### src/sv/msp_pkg.sv
// Shared types, byte codes and command lookup for the MSP request frame parser.
package msp_pkg;

  localparam logic [7:0] START_BYTE     = 8'h24;  // '$'
  localparam logic [7:0] PREAMBLE_BYTE  = 8'h4D;  // 'M'
  localparam logic [7:0] DIR_IN_BYTE    = 8'h3C;  // '<'
  localparam logic [7:0] CMD_API_VERSION     = 8'd1;
  localparam logic [7:0] CMD_SET_PASSTHROUGH = 8'd245;

  localparam logic RK_PAYLOAD   = 1'b0;
  localparam logic RK_FRAME_END = 1'b1;

  localparam logic [1:0] ST_OK           = 2'd0;
  localparam logic [1:0] ST_BAD_PREAMBLE = 2'd1;
  localparam logic [1:0] ST_BAD_DIR      = 2'd2;
  localparam logic [1:0] ST_BAD_CHECKSUM = 2'd3;

  typedef struct packed {
    logic       kind;
    logic [7:0] payload_byte;
    logic [7:0] byte_index;
    logic [7:0] command_id;
    logic [7:0] payload_size;
    logic [1:0] status;
    logic       supported;
    logic       passthrough_active;
  } msp_result_t;

  function automatic logic is_supported(input logic [7:0] cmd);
    logic hit;
    begin
      case (cmd) inside
        [8'd1:8'd5], 8'd36, 8'd101, 8'd104, 8'd105, 8'd108,
        8'd119, 8'd130, 8'd160, 8'd214, 8'd245: hit = 1'b1;
        default: hit = 1'b0;
      endcase
      return hit;
    end
  endfunction

endpackage

### src/sv/msp_skid.sv
// Two-entry output stage: result register plus skid register.
module msp_skid
  import msp_pkg::*;
(
  input  logic        clk,
  input  logic        rst,
  input  logic        push,
  input  msp_result_t push_data,
  output logic        full,
  output logic        out_valid,
  input  logic        out_stall,
  output msp_result_t out_data
);

  logic        skid_valid;
  msp_result_t skid_data;
  logic        drain;

  assign drain = out_valid && !out_stall;
  assign full  = skid_valid;

  always_ff @(posedge clk) begin
    if (rst) begin
      out_valid  <= 1'b0;
      skid_valid <= 1'b0;
    end else if (skid_valid) begin
      if (drain) begin
        out_data   <= skid_data;
        skid_valid <= 1'b0;
      end
    end else if (push) begin
      if (!out_valid || drain) begin
        out_data  <= push_data;
        out_valid <= 1'b1;
      end else begin
        skid_data  <= push_data;
        skid_valid <= 1'b1;
      end
    end else if (drain) begin
      out_valid <= 1'b0;
    end
  end

`ifndef SYNTHESIS
  a_skid_implies_main: assert property (@(posedge clk) disable iff (rst)
    skid_valid |-> out_valid)
    else $error("skid entry held while result register empty");

  a_no_push_when_full: assert property (@(posedge clk) disable iff (rst)
    push |-> !full)
    else $error("item pushed into a full output stage");

  a_stalled_result_holds: assert property (@(posedge clk) disable iff (rst)
    out_valid && out_stall |=> out_valid && $stable(out_data))
    else $error("stalled result changed");
`endif

endmodule

### src/sv/msp_request_frame_parser.sv
// Top level: MSP v1 request frame parser with registered result output.
// One received byte is taken per item, and the block accepts a byte in every
// cycle: the frame state and running checksum update on each accepted byte, and
// results pass through a two-entry output stage, so input stalls only when
// both the result register and the skid register hold results that the
// receiver has not taken. Payload bytes come out as they arrive (tentative
// until the frame end); the checksum byte yields one frame-end result with
// status, command support and the passthrough flag. Bytes outside a frame
// other than '$' produce nothing; the parser returns to waiting after every
// checksum byte.
module msp_request_frame_parser
  import msp_pkg::*;
(
  input  logic       clk,
  input  logic       rst,
  input  logic       in_valid,
  output logic       in_stall,
  input  logic [7:0] rx_byte,
  output logic       out_valid,
  input  logic       out_stall,
  output logic       kind,
  output logic [7:0] payload_byte,
  output logic [7:0] byte_index,
  output logic [7:0] command_id,
  output logic [7:0] payload_size,
  output logic [1:0] status,
  output logic       supported,
  output logic       passthrough_active
);

  typedef enum logic [2:0] {
    PH_WAIT, PH_PREAMBLE, PH_DIRECTION, PH_SIZE, PH_COMMAND, PH_DATA, PH_CHECK
  } phase_t;

  phase_t      phase, phase_next;
  logic [7:0]  second_preamble, direction_byte, size_byte, command_byte;
  logic [7:0]  bytes_seen, running_xor;
  logic        passthrough_flag, passthrough_flag_next;
  logic        accept;
  logic        res_push;
  msp_result_t res;
  msp_result_t res_out;
  logic [1:0]  frame_status;
  logic [8:0]  seen_inc;
  logic        skid_full;

  assign accept   = in_valid && !in_stall;
  assign in_stall = skid_full;
  assign seen_inc = {1'b0, bytes_seen} + 9'd1;

  always_comb begin
    if (second_preamble != PREAMBLE_BYTE) begin
      frame_status = ST_BAD_PREAMBLE;
    end else if (direction_byte != DIR_IN_BYTE) begin
      frame_status = ST_BAD_DIR;
    end else if (rx_byte != running_xor) begin
      frame_status = ST_BAD_CHECKSUM;
    end else begin
      frame_status = ST_OK;
    end
  end

  always_comb begin
    phase_next            = phase;
    passthrough_flag_next = passthrough_flag;
    res_push              = 1'b0;
    res.kind               = RK_PAYLOAD;
    res.payload_byte       = 8'd0;
    res.byte_index         = 8'd0;
    res.command_id         = command_byte;
    res.payload_size       = size_byte;
    res.status             = ST_OK;
    res.supported          = is_supported(command_byte);
    res.passthrough_active = passthrough_flag;
    case (phase)
      PH_PREAMBLE:  phase_next = PH_DIRECTION;
      PH_DIRECTION: phase_next = PH_SIZE;
      PH_SIZE:      phase_next = PH_COMMAND;
      PH_COMMAND:   phase_next = (size_byte != 8'd0) ? PH_DATA : PH_CHECK;
      PH_DATA: begin
        res_push         = 1'b1;
        res.payload_byte = rx_byte;
        res.byte_index   = bytes_seen;
        if (seen_inc >= {1'b0, size_byte}) begin
          phase_next = PH_CHECK;
        end
      end
      PH_CHECK: begin
        // Only a clean frame may set or clear passthrough.
        if (frame_status == ST_OK) begin
          if (command_byte == CMD_SET_PASSTHROUGH) begin
            passthrough_flag_next = 1'b1;
          end else if (command_byte == CMD_API_VERSION) begin
            passthrough_flag_next = 1'b0;
          end
        end
        res_push               = 1'b1;
        res.kind               = RK_FRAME_END;
        res.status             = frame_status;
        res.passthrough_active = passthrough_flag_next;
        phase_next             = PH_WAIT;
      end
      default: phase_next = (rx_byte == START_BYTE) ? PH_PREAMBLE : PH_WAIT;
    endcase
  end

  always_ff @(posedge clk) begin
    if (rst) begin
      phase            <= PH_WAIT;
      passthrough_flag <= 1'b0;
      second_preamble  <= 8'd0;
      direction_byte   <= 8'd0;
      size_byte        <= 8'd0;
      command_byte     <= 8'd0;
      bytes_seen       <= 8'd0;
      running_xor      <= 8'd0;
    end else if (accept) begin
      phase            <= phase_next;
      passthrough_flag <= passthrough_flag_next;
      case (phase)
        PH_PREAMBLE:  second_preamble <= rx_byte;
        PH_DIRECTION: direction_byte  <= rx_byte;
        PH_SIZE: begin
          size_byte   <= rx_byte;
          running_xor <= rx_byte;
        end
        PH_COMMAND: begin
          command_byte <= rx_byte;
          running_xor  <= running_xor ^ rx_byte;
          bytes_seen   <= 8'd0;
        end
        PH_DATA: begin
          running_xor <= running_xor ^ rx_byte;
          bytes_seen  <= seen_inc[7:0];
        end
        default: ;
      endcase
    end
  end

  msp_skid u_skid (
    .clk       (clk),
    .rst       (rst),
    .push      (accept && res_push),
    .push_data (res),
    .full      (skid_full),
    .out_valid (out_valid),
    .out_stall (out_stall),
    .out_data  (res_out)
  );

  assign kind               = res_out.kind;
  assign payload_byte       = res_out.payload_byte;
  assign byte_index         = res_out.byte_index;
  assign command_id         = res_out.command_id;
  assign payload_size       = res_out.payload_size;
  assign status             = res_out.status;
  assign supported          = res_out.supported;
  assign passthrough_active = res_out.passthrough_active;

`ifndef SYNTHESIS
  a_payload_status_ok: assert property (@(posedge clk) disable iff (rst)
    out_valid && kind == RK_PAYLOAD |-> status == ST_OK)
    else $error("payload item carries a frame status");

  a_index_in_range: assert property (@(posedge clk) disable iff (rst)
    out_valid && kind == RK_PAYLOAD |-> byte_index < payload_size)
    else $error("payload index beyond declared size");

  a_flag_only_on_frame_end: assert property (@(posedge clk) disable iff (rst)
    !(accept && phase == PH_CHECK) |=> passthrough_flag == $past(passthrough_flag))
    else $error("passthrough flag changed outside a frame end");

  a_start_detect: assert property (@(posedge clk) disable iff (rst)
    accept && phase == PH_WAIT && rx_byte == START_BYTE |=> phase == PH_PREAMBLE)
    else $error("start byte not taken");
`endif

endmodule

### config.mk
export PLATFORM = sky130hd
export DESIGN_NAME = msp_request_frame_parser
export DESIGN_NICKNAME = d
export VERILOG_FILES = /design/src/sv/msp_pkg.sv /design/src/sv/msp_skid.sv /design/src/sv/msp_request_frame_parser.sv
export SDC_FILE = /design/constraint.sdc
export NUM_CORES = 1
export LEC_CHECK = 0
export BUFFER_PORTS_ARGS = -buffer_cell sky130_fd_sc_hd__buf_2
export CORE_UTILIZATION = 31
export CTS_CLUSTER_DIAMETER = 80
export CTS_CLUSTER_SIZE = 8
export DETAILED_ROUTE_END_ITERATION = 10
export RECOVER_POWER = 50
export SETUP_SLACK_MARGIN = 0.05
export SLEW_MARGIN = 20
export SYNTH_ARGS = -nofsm -noshare
export SYNTH_HDL_FRONTEND = slang
export SYNTH_HIERARCHICAL = 1
export SYNTH_SLANG_ARGS = --single-unit
### constraint.sdc
create_clock -name clk -period 10.95 [get_ports clk]
set_clock_uncertainty 0.15 [all_clocks]
set_input_delay 3.285 -clock clk [delete_from_list [all_inputs] [get_ports clk]]
set_output_delay 3.285 -clock clk [all_outputs]
set_load 0.01 [all_outputs]
* Word-level counts from Yosys, hierarchy flattened
Index checks and enable logic that the tools add are counted.
Cells by class: add/sub/neg operators 1, $lt $le $gt $ge 3, equality and inequality tests 24, multiplexer cells 29, bitwise operators 4, reduce and logical (&&, ||, !) cells 28
Operators by type and width (count):
- 37-bit two-way mux | 4
- 8-bit by 7-bit == test with 1-bit output (second input constant) | 5
- 8-bit == test (second input constant) | 4
- 8-bit case mux with 2 select lines | 2
- 3-bit case mux with 6 select lines | 1
- 8-bit by 6-bit == test with 1-bit output (second input constant) | 2
- 16-bit two-way mux | 1
- 1-bit two-way mux | 15
- 2-bit AND reduction | 7
- 11-bit OR reduction | 1
- 2-bit two-way mux | 5
- 2-bit nonzero test | 5
- 8-bit by 1-bit adder with 9-bit output (second input constant) | 1
- 3-bit == test (second input constant) | 3
- 9-bit by 8-bit greater-or-equal comparator with 1-bit output | 1
- 8-bit by 1-bit == test with 1-bit output (second input constant) | 1
- 8-bit by 1-bit greater-or-equal comparator with 1-bit output (second input constant) | 1
- 8-bit by 3-bit <= comparator with 1-bit output (second input constant) | 1
- 8-bit by 6-bit != test with 1-bit output (second input constant) | 1
- 8-bit by 7-bit != test with 1-bit output (second input constant) | 1
- 8-bit != test | 1
- 4-bit AND reduction | 2
- 8-bit nonzero test | 1
- 8-bit bitwise XOR | 1
- 11 further kinds | 22
Storage, ports and cells: flip-flop bits (word level) 128, input bits 12, output and inout bits 39, logic and storage cells 115

* Logic depth before layout (Yosys ltp)
Gate-level depths: netlist of the first run.
depth after elaboration 10, gate-level depth with buffers 10, depth with buffers taken out 10

* Hierarchy
Netlist of the first run, hierarchy kept.
Modules (own cells, without submodules):
- msp_request_frame_parser | instances 1, cells each 376, area each 3032.9 µm², seq. area each 1041.0 µm²
- msp_skid | instances 1, cells each 127, area each 2768.9 µm², seq. area each 2262.2 µm²

* Worst setup path after synthesis of the first run
Ideal clock, no wire load.
path type input-to-reg, from input port in_valid, to register u_skid/skid_data[0] in the netlist's numbering (enable), library setup time 0.478 ns, arrival 6.223 ns, required time 10.322 ns, path slack 4.099 ns, stages 4, path buffers 0, cells stage by stage nand2b_1 > a21oi_1 > nand2b_1 > nor3_1
On the way: cells in the longest elaborated chain, start to end 3
RTL lines:
- from (decl) | RTL line msp_request_frame_parser.sv:16 | input logic in_valid,
- 1-bit logical AND | RTL line msp_request_frame_parser.sv:47 | assign accept = in_valid && !in_stall;
- 1-bit logical AND | RTL line msp_request_frame_parser.sv:144 | .push (accept && res_push),
- 4-bit AND reduction (no source line)
- to (signal assigned) | RTL line msp_skid.sv:36 | skid_data <= push_data;
- to (decl) | RTL line msp_skid.sv:16 | msp_result_t skid_data;
Every way passes these cells. A chain may end at the register's enable or synchronous reset.

* Worst setup path after layout of the first run
from register u_skid.skid_valid, in the netlist u_skid/full, to output port in_stall
RTL lines:
- from (decl) | RTL line msp_skid.sv:15 | logic skid_valid;
- from (signal assigned) | RTL line msp_skid.sv:25 | skid_valid <= 1'b0;
- from (signal assigned) | RTL line msp_skid.sv:29 | skid_valid <= 1'b0;
- from (signal assigned) | RTL line msp_skid.sv:37 | skid_valid <= 1'b1;
- to (decl) | RTL line msp_request_frame_parser.sv:17 | output logic in_stall,
No word-level cell between the ends.

==> results.json, run 1 <==
{
  "num_vias": 4051,
  "slew_violations": 130,
  "clockRootBuffer": "clkbuf_16",
  "dr.pass1.iters": 8,
  "dp_hpwl_mm": 8.28,
  "synth.avg_cell_area_um2": 11.5,
  "worst_hold_slack_ns": 0.337,
  "irDropWorstVdd_mv": 0.0783,
  "synth_area_leaders": "edfxtp_1 (38%), dfxtp_1 (19%), mux2_2 (7.4%)",
  "io_pins": 51,
  "grtUsageTotal_pct": 14.1,
  "cts_inserted_buffers": 17,
  "drt_wl_total_mm": 12.9,
  "final-hold-violation-count": 0,
  "start_kind": "flop",
  "clockBufferDepth": 2,
  "clkTransAtPathRegs_ns": 0.05,
  "yosysSeqAreaShare_pct": 56.9,
  "reg2reg_slack_ns": 6.88,
  "synth-edff-count": 74,
  "route.detailed.drc": 8,
  "violations": "DRC, capacitance limit, slew limit",
  "htreeDepth": 4,
  "synth_xor_xnor_area_share_pct": 2.26,
  "regArea_um2": 3300,
  "grt_pass1_vias": 4073,
  "synth_top_area_share_pct": 38.3,
  "yosys.area_share.simple_pct": 15.1,
  "grt-ovfl-total": 0,
  "cp_slowest_cell": "clkbuf_1",
  "synth_top_family_by_area": "simple AND/OR/NAND/NOR gates",
  "yosysWarningCount": 6,
  "ys_seq_elements": 128,
  "synth_fp_nets": 524,
  "drive_above_1_share_pct": 15.5,
  "antenna_cells": 0,
  "cts_hold_buf": 0,
  "insertion_delay_ns": 0.40,
  "dieWidth_um": 139,
  "fillers": 1742,
  "coreArea_um2": 18100,
  "yosysTopAreaCell": "edfxtp_1",
  "critical_path_arrival_ns": 2.78,
  "cts_resized": 0,
  "synth_ff_type": "edfxtp_1",
  "gp_congestion": 0.787,
  "slew-limit-headroom_pct": -78.0,
  "worstMarginPinSlew_ns": 2.67,
  "synthCells": 503,
  "clock-sinks": 128,
  "rsz0062_at_grt": "false",
  "routedWlPerCell_um": 16.5,
  "syn_area_um2": 5800,
  "power_leakage_nw": 2.48,
  "path_max_fanout": 46,
  "initial_utilization_pct": 32.0,
  "finalCritPeriodShare_pct": 56.8,
  "die_h_um": 139,
  "multi_input_area_um2": 2290,
  "num_rows": 49,
  "critPathTopFamily": "buffers and inverters",
  "max_freq_mhz": 161,
  "final_common_cell": "edfxtp_1",
  "endpoint_kind": "output port",
  "via_per_inst": 5.17,
  "final-setup-viol-count": 0,
  "final_cell_mix": "edfxtp_1 (74), dfxtp_1 (53), clkbuf_1 (46)",
  "port_buffers": 50,
  "grt_pass1_wl_mm": 21.2,
  "tns_ns": 0,
  "slowest_delay_ns": 1.68,
  "synth_fa_ha_area_share_pct": 1.94,
  "cts_tree": "built",
  "ys_types": 51,
  "nNetsFinal": 563,
  "ant_nets": 0,
  "critical_path_required_ns": 7.52,
  "maxCapViolCount": 3,
  "status": "complete, but fails checks",
  "grt_max_degree": 58,
  "synthArstFlopShare_pct": 0,
  "antenna_found_initial": 1,
  "min_path_type": "reg -> reg",
  "path_cells": "clkbuf_1, buf_2",
  "muxShareOfSynthArea_pct": 11.7,
  "post_cts_buffers": 0,
  "path_buf_inv": 2,
  "drtIter0Drc": 376,
  "die-area_um2": 19300,
  "area_delta_synth_final_pct": 16.1,
  "fin_crit_ns": 6.21,
  "power_density_nw_per_um2": 159,
  "crit_type": "reg -> out",
  "synth_compound_area_share_pct": 8.58
}
## sequential cells by signal, summed over array words and instances (netlist names)
register,flops
u_skid/out_data,37
u_skid/skid_data,37
bytes_seen,8
command_byte,8
direction_byte,8
running_xor,8
second_preamble,8
size_byte,8
phase,3
passthrough_flag,1
u_skid/full,1
u_skid/out_valid,1
## cells in the mapped netlist, types with 3 or more instances
library cell  instances
o31ai_1               3
nor4_1                3
dfxtp_1              54
mux2_2               38
nor3b_1               3
nor3_1                8
nand3_1              12
ha_1                  9
a21oi_1              32
buf_2                 4
nand4_1               3
nor2b_1               9
edfxtp_1             74
clkbuf_1             22
o211ai_1              8
nor2_1               45
mux2i_1              25
and3_1               19
xnor2_1               4
or3_1                 3
inv_1                 9
o21ai_0              24
nand2b_1              4
buf_4                 5
nand2_1              36
xor2_1               11
## final cells by class
class,instances,share of cell area [%]
clock buffers,28,8.16
flip-flops and latches,128,49.1
clock inverters,4,0.706
inverters,9,0.502
well taps,229,4.25
repair buffers,54,3.36
multi-input cells,332,34.0
## report_power, final
group,switching [W],internal [W],total [W],leakage (nW)
registers,0.0000000702,0.000504,0.000504,1.11
clock network,0.000191,0.000363,0.000555,0.291
logic,0.0000120,0.00000262,0.0000146,1.09
total,0.000204,0.000870,0.00107,2.48
## per-layer routing
metal	up-vias	GRT usage, %	wire [µm]
met1	2008	16.7	5700
met3	23	3.66	587
met5	-	0	8
met2	99	24.2	6460
met4	2	5.50	174
li1	1919	-	-
## worst register-to-register path: stages (launching register included)
cell       delay [ns]
dfxtp_2          0.31
clkbuf_1         1.68
nand4bb_1        0.86
nand2_1          0.43
o211ai_1         0.31
a21oi_1          0.10
## cell families after synthesis
family | after synthesis
flops | 128
compound gates | 82
simple gates | 163
xor+xnor | 15
mux | 63
fa+ha+maj | 9
buf+inv | 43
## final timing paths
kind,startpoint,depth (start not counted),to
max,u_skid/full,2,in_stall
min,second_preamble[5],2,second_preamble[5]
max reg2reg,u_skid/full,5,running_xor[7]
min reg2reg,second_preamble[5],2,second_preamble[5]
## through the flow
| step | setup slack (ns) | total power [W] | instance area [µm²] | util, % | std cells |
|---|---|---|---|---|---|
| 4_1_cts | 6.02 | 0.00108 | 6820 | 37.6 | 784 |
| 3_3_place_gp | 5.76 | 0.000529 | 6220 | 34.3 | 752 |
| 3_5_place_dp | 5.63 | 0.000529 | 6220 | 34.3 | 752 |
| 6_report | 4.74 | 0.00107 | 6740 | 37.1 | 784 |
| 5_1_grt | 4.38 | 0.00110 | 6740 | 37.1 | 784 |
| 2_1_floorplan | 4.10 | 0.000524 | 5800 | - | 503 |
Power figures use the tool's default switching activity.
==> run 2: changes to the inputs <==
==> constraint.sdc (replaced) <==
create_clock -name clk -period 5.37 [get_ports clk]
set_clock_uncertainty 0.15 [all_clocks]
set_input_delay 1.611 -clock clk [delete_from_list [all_inputs] [get_ports clk]]
set_output_delay 1.611 -clock clk [all_outputs]
set_load 0.01 [all_outputs]
==> run 2 against run 1 <==
  * The run still ends with DRC, capacitance limit, slew limit left
  * Sequential cell count did not move
  * Via count fell by 0.25%
  * Count of clock-buffer cells in the layout fell by 7
  * Global-route usage rose by 0.14 points
  * Sequential power rose by 100%
  * Final cell count did not move
  * Total power rose by 100%
  * Combinational power rose by 100%
  * Clock power rose by 96%
  * First-iteration DRC count fell by 13%
  * Sequential share of layout area rose by 0.16 points
  * Critical endpoint unchanged
  * Highest routed layer unchanged
==> results.json, run 2 (synthesized netlist as in run 1, its figures left out) <==
{
  "status": "complete, but fails checks",
  "violations": "DRC, capacitance limit, slew limit",
  "nNetsFinal": 563,
  "endpoint_kind": "output port",
  "path_cells": "buf_2",
  "antenna_cells": 0,
  "num_vias": 4041,
  "die_h_um": 139,
  "dp_hpwl_mm": 8.44,
  "clkTransAtPathRegs_ns": 0.06,
  "final_common_cell": "edfxtp_1",
  "p_seq_share_pct": 47.9,
  "clkPwrFrac_pct": 50.7,
  "slowest_delay_ns": 1.61,
  "p_switching_w": 0.000431,
  "die-area_um2": 19300,
  "slew-limit-headroom_pct": -27.6,
  "cts_tree": "built",
  "final_cell_mix": "edfxtp_1 (74), dfxtp_1 (54), nor2_1 (45)",
  "path_max_fanout": 46,
  "critPathTopFamily": "flip-flops",
  "min_path_type": "reg -> reg",
  "tns_ns": 0,
  "drtIter0Drc": 326,
  "final-setup-viol-count": 0,
  "port_buffers": 50,
  "start_kind": "flop",
  "path_buf_inv": 1,
  "critical_path_arrival_ns": 2.37,
  "rsz0062_at_grt": "false",
  "grtUsageTotal_pct": 14.2,
  "area_delta_synth_final_pct": 15.7,
  "drive_above_1_share_pct": 17.8,
  "antenna_found_initial": 1,
  "critical_path_required_ns": 3.61,
  "maxCapViolCount": 2,
  "via_per_inst": 5.15,
  "num_rows": 49,
  "cts_hold_buf": 0,
  "cts_resized": 0,
  "worstMarginPinSlew_ns": 1.91,
  "irDropWorstVdd_mv": 0.163,
  "htreeDepth": 4,
  "fin_crit_ns": 4.13,
  "clock-sinks": 128,
  "cp_slowest_cell": "dfxtp_1",
  "cts_inserted_buffers": 17,
  "grt_pass1_vias": 4081,
  "route.detailed.drc": 8,
  "grt-ovfl-total": 0,
  "ant_nets": 0,
  "power_density_nw_per_um2": 319,
  "initial_utilization_pct": 32.0,
  "crit_type": "reg -> out",
  "slew_violations": 72,
  "max_freq_mhz": 242,
  "combPwrFrac_pct": 1.4,
  "routedWlPerCell_um": 16.7,
  "grt_pass1_wl_mm": 21.4,
  "drt_wl_total_mm": 13.1,
  "grt_max_degree": 58,
  "gp_congestion": 0.803,
  "power_leakage_nw": 2.50,
  "coreArea_um2": 18100,
  "dieWidth_um": 139,
  "post_cts_buffers": 0,
  "finalCritPeriodShare_pct": 76.9,
  "final-hold-violation-count": 0,
  "reg_top3": "u_skid/out_data: 37 flops, u_skid/skid_data: 37 flops",
  "insertion_delay_ns": 0.41,
  "intPower_w": 0.00171,
  "clockRootBuffer": "clkbuf_16",
  "power.total_w": 0.00214,
  "clockBufferDepth": 2,
  "dr.pass1.iters": 8,
  "io_pins": 51,
  "swShare_pct": 20.1
}
[run 2: power by group through the flow]
stage          combinational [W]  sequential [W]  clock (W)
2_1_floorplan          0.0000207         0.00105          0
3_3_place_gp           0.0000295         0.00105          0
3_5_place_dp           0.0000299         0.00105          0
4_1_cts                0.0000300         0.00103    0.00111
5_1_grt                0.0000314         0.00103    0.00115
6_report               0.0000293         0.00103    0.00109
[run 2: layer usage]
| layer | share of wire, % | GRT usage, % |
|---|---|---|
| met3 | 5.0 | 4.01 |
| met5 | 0.084 | 0 |
| met2 | 50 | 23.8 |
| met1 | 43 | 16.9 |
| met4 | 2.1 | 6.37 |
[run 2: cell type report]
class | instances | area, µm²
Inverter | 9 | 33.8
Fill cell | 1776 | 11400
Clock buffer | 21 | 440
Sequential cell | 128 | 3300
Multi-Input combinational cell | 332 | 2280
Timing Repair Buffer | 54 | 246
Tap cell | 229 | 287
Clock inverter | 11 | 115
[run 2: per-stage QoR]
step                      hold WS, ns  utilization (%)  std cells  worst slack (ns)  area (µm²)
after floorplan                 0.274                -        503             0.193        5800
after global placement          0.303             34.3        752              1.91        6220
after detailed placement        0.316             34.3        752              1.85        6220
after CTS                       0.324             37.3        784              1.84        6780
after global routing            0.354             37.0        784              1.02        6710
final                           0.328             37.0        784              1.24        6710
[run 2: path summary, 6_finish.rpt]
path / startpoint / slack (ns) / cells past startpoint / to
worst max-delay path: u_skid/full / 1.24 / 1 / in_stall
worst min-delay path: passthrough_flag / 0.33 / 2 / passthrough_flag
worst max register to register: u_skid/full / 1.51 / 5 / running_xor[7]
worst min register to register: passthrough_flag / 0.33 / 2 / passthrough_flag
